$ cat config.mk
export PLATFORM = sky130hd
export DESIGN_NAME = hid_keyboard_report_to_ascii
export DESIGN_NICKNAME = d
export VERILOG_FILES = /design/src/design/hkr_pkg.sv /design/src/design/hkr_classify.sv /design/src/design/hid_keyboard_report_to_ascii.sv
export SDC_FILE = /design/constraint.sdc
export NUM_CORES = 1
export LEC_CHECK = 0
export BUFFER_PORTS_ARGS = -buffer_cell sky130_fd_sc_hd__buf_2
export CORE_ASPECT_RATIO = 1.25
export CORE_MARGIN = 2
export CORE_UTILIZATION = 60
export CTS_CLUSTER_SIZE = 8
export DETAILED_ROUTE_END_ITERATION = 16
export GPL_TIMING_DRIVEN = 0
export PLACE_DENSITY = 0.78
export SLEW_MARGIN = 30
export SYNTH_ARGS = -nofsm -noshare
export SYNTH_HDL_FRONTEND = slang
export SYNTH_SLANG_ARGS = --single-unit
export TNS_END_PERCENT = 20
$ cat constraint.sdc
create_clock -name clk -period 6.8 [get_ports clk]
set_clock_uncertainty 0.05 [all_clocks]
set_input_delay 1.02 -clock clk [delete_from_list [all_inputs] [get_ports clk]]
set_output_delay 1.02 -clock clk [all_outputs]
set_load 0.02 [all_outputs]
$ cat src/design/hkr_pkg.sv
// Shared types, constants and lookup functions for the keyboard report translator.
package hkr_pkg;

	localparam int          MAX_SLOTS     = 6;
	localparam int          KEY_SLOTS_DEF = 6;
	localparam logic [7:0]  KC_ROLLOVER   = 8'h01;
	localparam logic [7:0]  SEQ_FIRST     = 8'h3A;
	localparam logic [7:0]  SEQ_LAST      = 8'h52;
	localparam logic [7:0]  TABLE_SIZE    = 8'h39;
	localparam logic [7:0]  SHIFT_MASK    = 8'h22;
	localparam logic [7:0]  CTRL_MASK     = 8'h11;
	localparam logic [6:0]  ESC           = 7'h1B;

	// per-slot result of the classify step
	typedef struct packed {
		logic [4:0] seq_idx;
		logic [6:0] chr;
	} slot_t;

	typedef struct packed {
		logic [2:0]      len;
		logic [4:0][6:0] b;
	} seq_t;

	// escape sequence for a keycode offset from F1; len 0 means none
	function automatic seq_t seq_lookup(input logic [4:0] idx);
		seq_t s;
		s.len  = 3'd3;
		s.b    = '0;
		s.b[0] = ESC;
		s.b[1] = 7'h5B;
		unique case (idx) inside
			[5'd0:5'd3]: begin
				s.b[1] = 7'h4F;
				s.b[2] = 7'(7'h50 + {2'b00, idx});
			end
			5'd4: begin s.len = 3'd5; s.b[2] = 7'h31; s.b[3] = 7'h35; s.b[4] = 7'h7E; end
			5'd5: begin s.len = 3'd5; s.b[2] = 7'h31; s.b[3] = 7'h37; s.b[4] = 7'h7E; end
			5'd6: begin s.len = 3'd5; s.b[2] = 7'h31; s.b[3] = 7'h38; s.b[4] = 7'h7E; end
			5'd7: begin s.len = 3'd5; s.b[2] = 7'h31; s.b[3] = 7'h39; s.b[4] = 7'h7E; end
			5'd8: begin s.len = 3'd5; s.b[2] = 7'h32; s.b[3] = 7'h30; s.b[4] = 7'h7E; end
			5'd9: begin s.len = 3'd5; s.b[2] = 7'h32; s.b[3] = 7'h31; s.b[4] = 7'h7E; end
			5'd10: begin s.len = 3'd5; s.b[2] = 7'h32; s.b[3] = 7'h33; s.b[4] = 7'h7E; end
			5'd11: begin s.len = 3'd5; s.b[2] = 7'h32; s.b[3] = 7'h34; s.b[4] = 7'h7E; end
			5'd15: begin s.len = 3'd4; s.b[2] = 7'h32; s.b[3] = 7'h7E; end
			5'd16: s.b[2] = 7'h48;
			5'd17: begin s.len = 3'd4; s.b[2] = 7'h35; s.b[3] = 7'h7E; end
			5'd18: begin s.len = 3'd4; s.b[2] = 7'h33; s.b[3] = 7'h7E; end
			5'd19: s.b[2] = 7'h46;
			5'd20: begin s.len = 3'd4; s.b[2] = 7'h36; s.b[3] = 7'h7E; end
			5'd21: s.b[2] = 7'h43;
			5'd22: s.b[2] = 7'h44;
			5'd23: s.b[2] = 7'h42;
			5'd24: s.b[2] = 7'h41;
			default: s.len = 3'd0;
		endcase
		return s;
	endfunction

	// US layout character for a keycode, 0 when unmapped
	function automatic logic [6:0] key_char(input logic [7:0] kc, input logic [7:0] mods);
		logic       shift;
		logic       ctrl;
		logic [6:0] ch;
		shift = |(mods & SHIFT_MASK);
		ctrl  = |(mods & CTRL_MASK);
		ch    = '0;
		if (kc >= 8'h04 && kc <= 8'h1D) begin
			if (ctrl)
				ch = 7'(kc - 8'h03);
			else if (shift)
				ch = 7'(kc + 8'h3D);
			else
				ch = 7'(kc + 8'h5D);
		end else if (kc < TABLE_SIZE) begin
			unique case (kc)
				8'h1E: ch = shift ? 7'h21 : 7'h31;
				8'h1F: ch = shift ? 7'h40 : 7'h32;
				8'h20: ch = shift ? 7'h23 : 7'h33;
				8'h21: ch = shift ? 7'h24 : 7'h34;
				8'h22: ch = shift ? 7'h25 : 7'h35;
				8'h23: ch = shift ? 7'h5E : 7'h36;
				8'h24: ch = shift ? 7'h26 : 7'h37;
				8'h25: ch = shift ? 7'h2A : 7'h38;
				8'h26: ch = shift ? 7'h28 : 7'h39;
				8'h27: ch = shift ? 7'h29 : 7'h30;
				8'h28: ch = 7'h0A;
				8'h29: ch = ESC;
				8'h2A: ch = 7'h08;
				8'h2B: ch = 7'h09;
				8'h2C: ch = 7'h20;
				8'h2D: ch = shift ? 7'h5F : 7'h2D;
				8'h2E: ch = shift ? 7'h2B : 7'h3D;
				8'h2F: ch = shift ? 7'h7B : 7'h5B;
				8'h30: ch = shift ? 7'h7D : 7'h5D;
				8'h31: ch = shift ? 7'h7C : 7'h5C;
				8'h33: ch = shift ? 7'h3A : 7'h3B;
				8'h34: ch = shift ? 7'h22 : 7'h27;
				8'h35: ch = shift ? 7'h7E : 7'h60;
				8'h36: ch = shift ? 7'h3C : 7'h2C;
				8'h37: ch = shift ? 7'h3E : 7'h2E;
				8'h38: ch = shift ? 7'h3F : 7'h2F;
				default: ch = '0;
			endcase
		end
		return ch;
	endfunction

endpackage

$ cat src/design/hkr_classify.sv
// Newly-pressed detection and per-slot escape / character lookup for one report.
module hkr_classify #(
	parameter int KEY_SLOTS = hkr_pkg::KEY_SLOTS_DEF
) (
	input  logic [KEY_SLOTS-1:0][7:0] keys,
	input  logic [KEY_SLOTS-1:0][7:0] prev,
	input  logic [7:0]                mods,
	output hkr_pkg::slot_t            info [KEY_SLOTS],
	output logic [KEY_SLOTS-1:0]      seq_mask,
	output logic [KEY_SLOTS-1:0]      chr_mask
);
	import hkr_pkg::*;

	always_comb begin
		for (int i = 0; i < KEY_SLOTS; i++) begin
			logic  held;
			logic  in_seq;
			logic  fresh;
			seq_t  s;
			held = 1'b0;
			for (int j = 0; j < KEY_SLOTS; j++)
				if (prev[j] == keys[i])
					held = 1'b1;
			fresh           = (keys[i] != 8'h00) && !held;
			info[i].seq_idx = 5'(keys[i] - SEQ_FIRST);
			info[i].chr     = key_char(keys[i], mods);
			s               = seq_lookup(info[i].seq_idx);
			in_seq          = (keys[i] >= SEQ_FIRST) && (keys[i] <= SEQ_LAST) &&
			                  (s.len != 3'd0);
			seq_mask[i]     = fresh && in_seq;
			chr_mask[i]     = fresh && !in_seq && (info[i].chr != 7'd0);
		end
	end

endmodule

$ cat src/design/hid_keyboard_report_to_ascii.sv
// Top level: boot keyboard report in, ASCII / VT100 byte stream out.
// A report beat is classified in the cycle it is accepted: each slot is checked
// against the keys of the previous report, and new keys are looked up in the
// escape and character tables. Bytes then leave through a registered output at
// one per cycle unless stalled: first the escape sequences of new keys in slot
// order, then the characters, with last_byte on the final one. A report
// therefore occupies the emitter until its bytes (zero to thirty) have left,
// and the next report is taken in the cycle its predecessor's last byte moves
// into the output register, or at once when the emitter is empty. Short reports
// and rollover errors are accepted, give no bytes and keep the stored keys.
module hid_keyboard_report_to_ascii #(
	parameter int KEY_SLOTS = hkr_pkg::KEY_SLOTS_DEF
) (
	input  logic       clk,
	input  logic       arst_n,
	input  logic       report_valid,
	output logic       report_stall,
	input  logic [7:0] modifier_mask,
	input  logic [7:0] key_0,
	input  logic [7:0] key_1,
	input  logic [7:0] key_2,
	input  logic [7:0] key_3,
	input  logic [7:0] key_4,
	input  logic [7:0] key_5,
	input  logic       short_report,
	output logic       byte_valid,
	input  logic       byte_stall,
	output logic [6:0] out_byte,
	output logic       last_byte
);
	import hkr_pkg::*;

	localparam int SLOT_W = (KEY_SLOTS > 1) ? $clog2(KEY_SLOTS) : 1;

	logic [MAX_SLOTS-1:0][7:0] all_keys;
	logic [KEY_SLOTS-1:0][7:0] keys;
	logic [KEY_SLOTS-1:0][7:0] prev_q;

	slot_t                 info      [KEY_SLOTS];
	logic [KEY_SLOTS-1:0]  seq_mask;
	logic [KEY_SLOTS-1:0]  chr_mask;

	slot_t                 info_s1   [KEY_SLOTS];
	logic [KEY_SLOTS-1:0]  seq_mask_s1;
	logic [KEY_SLOTS-1:0]  chr_mask_s1;
	logic [2:0]            pos_s1;

	logic                  byte_valid_q;
	logic [6:0]            out_byte_q;
	logic                  last_q;

	logic                  accept;
	logic                  ignore;
	logic                  busy;
	logic                  adv;
	logic                  cur_seq;
	logic [SLOT_W-1:0]     idx;
	seq_t                  seq;
	logic [6:0]            cur_byte;
	logic                  entry_end;
	logic [KEY_SLOTS-1:0]  seq_mask_nx;
	logic [KEY_SLOTS-1:0]  chr_mask_nx;
	logic                  last_now;

	assign all_keys = {key_5, key_4, key_3, key_2, key_1, key_0};
	assign keys     = all_keys[KEY_SLOTS-1:0];
	assign ignore   = short_report || (key_0 == KC_ROLLOVER);

	hkr_classify #(
		.KEY_SLOTS(KEY_SLOTS)
	) u_classify (
		.keys    (keys),
		.prev    (prev_q),
		.mods    (modifier_mask),
		.info    (info),
		.seq_mask(seq_mask),
		.chr_mask(chr_mask)
	);

	// emitter: escape slots drain first, then character slots
	always_comb begin
		busy    = |seq_mask_s1 || |chr_mask_s1;
		cur_seq = |seq_mask_s1;
		idx     = '0;
		for (int i = KEY_SLOTS - 1; i >= 0; i--)
			if (cur_seq ? seq_mask_s1[i] : chr_mask_s1[i])
				idx = SLOT_W'(i);
		seq         = seq_lookup(info_s1[idx].seq_idx);
		cur_byte    = cur_seq ? seq.b[pos_s1] : info_s1[idx].chr;
		entry_end   = cur_seq ? (pos_s1 == 3'(seq.len - 3'd1)) : 1'b1;
		seq_mask_nx = seq_mask_s1;
		chr_mask_nx = chr_mask_s1;
		if (entry_end) begin
			if (cur_seq)
				seq_mask_nx[idx] = 1'b0;
			else
				chr_mask_nx[idx] = 1'b0;
		end
		last_now = entry_end && !(|seq_mask_nx) && !(|chr_mask_nx);
	end

	assign adv          = !byte_valid_q || !byte_stall;
	assign report_stall = busy && !(adv && last_now);
	assign accept       = report_valid && !report_stall;

	always_ff @(posedge clk or negedge arst_n) begin
		if (!arst_n) begin
			prev_q      <= '0;
			seq_mask_s1 <= '0;
			chr_mask_s1 <= '0;
			pos_s1      <= '0;
		end else if (accept) begin
			pos_s1 <= '0;
			if (ignore) begin
				seq_mask_s1 <= '0;
				chr_mask_s1 <= '0;
			end else begin
				seq_mask_s1 <= seq_mask;
				chr_mask_s1 <= chr_mask;
				prev_q      <= keys;
			end
		end else if (adv && busy) begin
			seq_mask_s1 <= seq_mask_nx;
			chr_mask_s1 <= chr_mask_nx;
			pos_s1      <= entry_end ? 3'd0 : 3'(pos_s1 + 3'd1);
		end
	end

	always_ff @(posedge clk) begin
		if (accept)
			info_s1 <= info;
	end

	always_ff @(posedge clk or negedge arst_n) begin
		if (!arst_n)
			byte_valid_q <= 1'b0;
		else if (adv)
			byte_valid_q <= busy;
	end

	always_ff @(posedge clk) begin
		if (adv) begin
			out_byte_q <= cur_byte;
			last_q     <= last_now;
		end
	end

	assign byte_valid = byte_valid_q;
	assign out_byte   = out_byte_q;
	assign last_byte  = last_q;

	// a report only enters when the emitter is empty or handing off its final byte
	a_accept_free: assert property (@(posedge clk) disable iff (!arst_n)
		(accept && busy) |-> (adv && last_now))
		else $error("report taken while emitter still has bytes");

	// a non-final byte leaves work behind for the next cycle
	a_more_after: assert property (@(posedge clk) disable iff (!arst_n)
		(adv && busy && !last_now) |=> busy)
		else $error("emitter drained without flagging last byte");

	// every emitted byte is a real character
	a_nonzero: assert property (@(posedge clk) disable iff (!arst_n)
		byte_valid |-> (out_byte != 7'd0))
		else $error("null byte emitted");

	// ignored reports leave the stored key set alone
	a_ignore_keeps: assert property (@(posedge clk) disable iff (!arst_n)
		(accept && ignore) |=> $stable(prev_q))
		else $error("stored keys changed by an ignored report");

	// escape byte position never runs past a five-byte sequence
	a_pos_range: assert property (@(posedge clk) disable iff (!arst_n)
		busy |-> (pos_s1 < 3'd5))
		else $error("sequence position out of range");

endmodule
==> reports/metrics.csv <==
stage;metric;value;unit
outcome;status;finished clean;
timing;period_share;88.3;%
worst_setup_path;worst_r2r_endpoint;info_s1[31];
routing;drt_pre_antenna_iters;6;
yosys;postSynthAreaPerCell;7.95;um2
global_routing;first_pass_grt_wire_length;90700;um
worst_setup_path;max_stage_delay;870;ps
yosys;ys_seq_elements;144;
worst_setup_path;reg2reg_depth;16;
final_layout;post-route-cell-area;0.0174;mm2
yosys;synth.area.mux_share;5.23;%
clock_network;cts_buffer_count;17;
clock_network;cts_hold_buffers;0;
global_routing;maximum_number_of_pins_on_one_net_before_global_route_repair;55;
worst_setup_path;timing.critical_path.fanout_max;10;
clock_network;clk_pin_slew;70;ps
worst_setup_path;cp_most_frequent_cell;sky130_fd_sc_hd__o21ai_0;
yosys;synth_simple_gate_area_share;19.7;%
routing;via_count_normalized_by_instance_count;6.98;
yosys;ys_top_cells_by_area;sky130_fd_sc_hd__edfxtp_1, sky130_fd_sc_hd__xnor2_1, sky130_fd_sc_hd__dfrtp_1;
global_routing;grt_total_usage;42.0;%
final_layout;synthToLayoutAreaGrowth;9.11;%
die;die-area;0.0280;mm2
die;die_w;150;um
yosys;post_synth_instance_area;0.0160;mm2
routing;finalWirelength;60400;um
die;placement_rows;66;
worst_setup_path;worst_path_dominant_cell_family;buffers and inverters;
place;detailedPlace.worstSlack;195;ps
yosys;synth_nets;2123;
yosys;post_synth_fa_ha_maj_area_fraction;4.23;%
final_layout;post_route_cells_drive_above_1_share;8.61;%
final_layout;utilization;66.8;%
yosys;synth_warnings;0;
die;start_util;61.2;%
worst_setup_path;launch_instance_of_the_worst_register_to_register_path;seq_mask_s1[2];
timing;worst_slew_margin_rel;26.9;%
place;placement.io_buffers;60;
worst_setup_path;crit_chain;buf_2, nor2_1, clkbuf_1, buf_1, clkbuf_2, nand2_1, ha_1, xnor2_1, o21ai_0, or4_1, o41ai_1, o21ai_0;
yosys;ys_seq_area_share;25.1;%
global_routing;antenna_found_initial;3;
timing;timing_worst_slew_pin_value;1100;ps
final_layout;fillCellCount;2246;
global_routing;via_count_of_the_first_global_routing_pass;15841;
final_layout;area_of_the_multi_input_gates;0.0110;mm2
global_routing;grt.overflow.total;0;
yosys;synth_top_area_share;15.0;%
worst_setup_path;crit_required;7060;ps
clock_network;clk_latency;450;ps
routing;routed-via-count;17054;
worst_setup_path;buf_inv_stages_crit_path;4;
yosys;synth_edf_count;80;
final_layout;ff_latch_area;0.00400;mm2
final_layout;antennaDiodeCount;0;
timing;hold_slack;392;ps
hold_path;timing.hold.worst.class;in -> async;
yosys;post_synth_xor_area_fraction;18.6;%
timing;achievable-frequency;167;MHz
routing;detail_route.drc_violations;0;
yosys;synth_top_family_by_area;compound AO/OA/AOI/OAI gates;
yosys;synth_most_common_cell;sky130_fd_sc_hd__xnor2_1;
worst_setup_path;crit_arrival;6270;ps
timing;grt_setup_unrepaired;no;
worst_setup_path;critPathKind;in -> reg;
worst_setup_path;worst-r2r-setup-slack;2030;ps
yosys;ys_dominant_reg_cell;sky130_fd_sc_hd__edfxtp_1;
yosys;yosys.cell_types.count;94;
timing;timing.final.crit_period;6000;ps
clock_network;cts.sinks;144;
routing;routed_wire_length_per_instance;24.7;um
yosys;synthesis.instances;2008;
routing;postRouteAntennaNets;0;
clock_network;cts_tree;built;
die;coreArea;0.0261;mm2
yosys;synth_top_area_cell;sky130_fd_sc_hd__edfxtp_1;
power;power.density;463;mW/mm2
worst_setup_path;critical_path_startpoint_category;primary input;
yosys;synth_compound_area_share;20.9;%
worst_setup_path;timing.critical_path.to_type;register;
place;place_hpwl;44300;um
place;globalplace.congestion;1.01;
power;vdd_drop_max;330;uV
clock_network;ctsResizeCount;0;
final_layout;finish.net_count;2205;
timing;final_count_of_hold_timing_violations;0;
place;cell_area_after_placement;0.0168;mm2
timing;finalWorstSetupSlack;796;ps
worst_setup_path;critical_path.slowest_cell;sky130_fd_sc_hd__clkbuf_1;
power;power_leakage;6.19;nW
die;boundaryPins;71;
clock_network;post_cts_buffers;0;
flow_run;max_cap_viol_count;0;
yosys;most_frequent_cells_after_synthesis;sky130_fd_sc_hd__xnor2_1, sky130_fd_sc_hd__nand2_1, sky130_fd_sc_hd__nor2_1, sky130_fd_sc_hd__o21ai_0, sky130_fd_sc_hd__a21oi_1;
clock_network;cts_root_buffer;sky130_fd_sc_hd__clkbuf_16;
timing;timing.final.max_slew_violations;0;
die;die_height;186;um
routing;drt_first_iter_violations;2296;
clock_network;number_of_h_tree_levels;4;
timing;final-setup-viol-count;0;
power;totalPowerFinal;0.00806;W
clock_network;cts_buffer_depth;2;
yosys;async_reset_ff_share;44.4;%
## how the worst max path moves through the flow
stage          cells after the start             start        endpoint  slack (ps)
2_1_floorplan                     15    seq_mask_s1[2]      info_s1[0]        1690
3_3_place_gp                      12  modifier_mask[5]  chr_mask_s1[5]        -160
3_5_place_dp                      12  modifier_mask[5]  chr_mask_s1[5]         200
4_1_cts                           12  modifier_mask[5]  chr_mask_s1[5]         640
5_1_grt                           12  modifier_mask[5]  chr_mask_s1[5]         720
6_report                          12  modifier_mask[5]  chr_mask_s1[5]         800
## cell usage in the layout, fill, tap and decap left out, drive strengths merged, types with 8 or more instances in the layout
cell type	Yosys	final
a2111oi	8	8
a211oi	22	22
a21oi	129	129
a221oi	9	9
a311oi	9	9
a31oi	28	28
and2	11	11
and3	10	10
buf	95	157
clkbuf	100	118
dfrtp	64	64
edfxtp	80	80
ha	54	54
inv	52	60
mux2	53	53
mux2i	14	14
nand2	170	170
nand2b	15	15
nand3	51	51
nand3b	8	8
nand4	65	65
nor2	157	157
nor2b	20	20
nor3	62	62
nor4	31	31
o211ai	16	16
o21ai	137	137
o22ai	44	44
o311ai	8	8
o31ai	15	15
or2	12	12
or3	9	9
xnor2	231	231
xor2	108	108
## metal layers
layer | vias to the layer above | GRT usage (%) | wire length [um]
met5 | - | 0 | 11
met4 | 2 | 22.4 | 3950
met1 | 8051 | 53.8 | 22000
met3 | 290 | 10.2 | 7580
li1 | 7395 | - | -
met2 | 1316 | 65.1 | 26900
## sequential cells by signal, indices dropped and copies added, names as in the netlist
name	flops
info_s1	72
prev_q	48
out_byte	7
chr_mask_s1	6
seq_mask_s1	6
pos_s1	3
byte_valid	1
last_byte	1
## layout make-up
| cell class | instances | share of cell area [%] |
|---|---|---|
| Buffer | 195 | 4.72 |
| Clock buffer | 17 | 2.44 |
| Clock inverter | 15 | 1.08 |
| Inverter | 53 | 1.14 |
| Multi-Input combinational cell | 1616 | 63.1 |
| Sequential cell | 144 | 23.0 |
| Tap cell | 340 | 2.44 |
| Timing Repair Buffer | 63 | 2.12 |
## worst register-to-register path: cells and delay by family, from the launching register on
kind	cells	cell delay, ps
compound gates	6	1300
buf+inv	5	1080
simple gates	3	1020
flops	1	360
mux	1	350
xor+xnor	1	270
## report_power, final
| part | total (W) | internal (W) | switching [W] |
|---|---|---|---|
| Sequential | 0.00163 | 0.00145 | 0.000182 |
| Clock | 0.000969 | 0.000500 | 0.000469 |
| Combinational | 0.00546 | 0.00203 | 0.00344 |
| Total | 0.00806 | 0.00397 | 0.00409 |
## per-stage QoR
| step | instances | setup TNS, ps |
|---|---|---|
| floorplan | 2008 | 0 |
| global placement | 2408 | -435 |
| detailed placement | 2411 | 0 |
| CTS | 2443 | 0 |
| global route | 2443 | 0 |
| finish | 2443 | 0 |
## cell families (layout without fill, tap and decap cells)
| kind of cell | after synthesis | in the layout |
|---|---|---|
| muxes | 67 | 67 |
| and+or+nand+nor | 641 | 641 |
| buffers and inverters | 248 | 343 |
| AOI/OAI and AO/OA | 515 | 515 |
| adders and majority gates | 54 | 54 |
| DFF | 144 | 144 |
| xor gates and xnor gates | 339 | 339 |
Power figures use the tool's default switching activity.
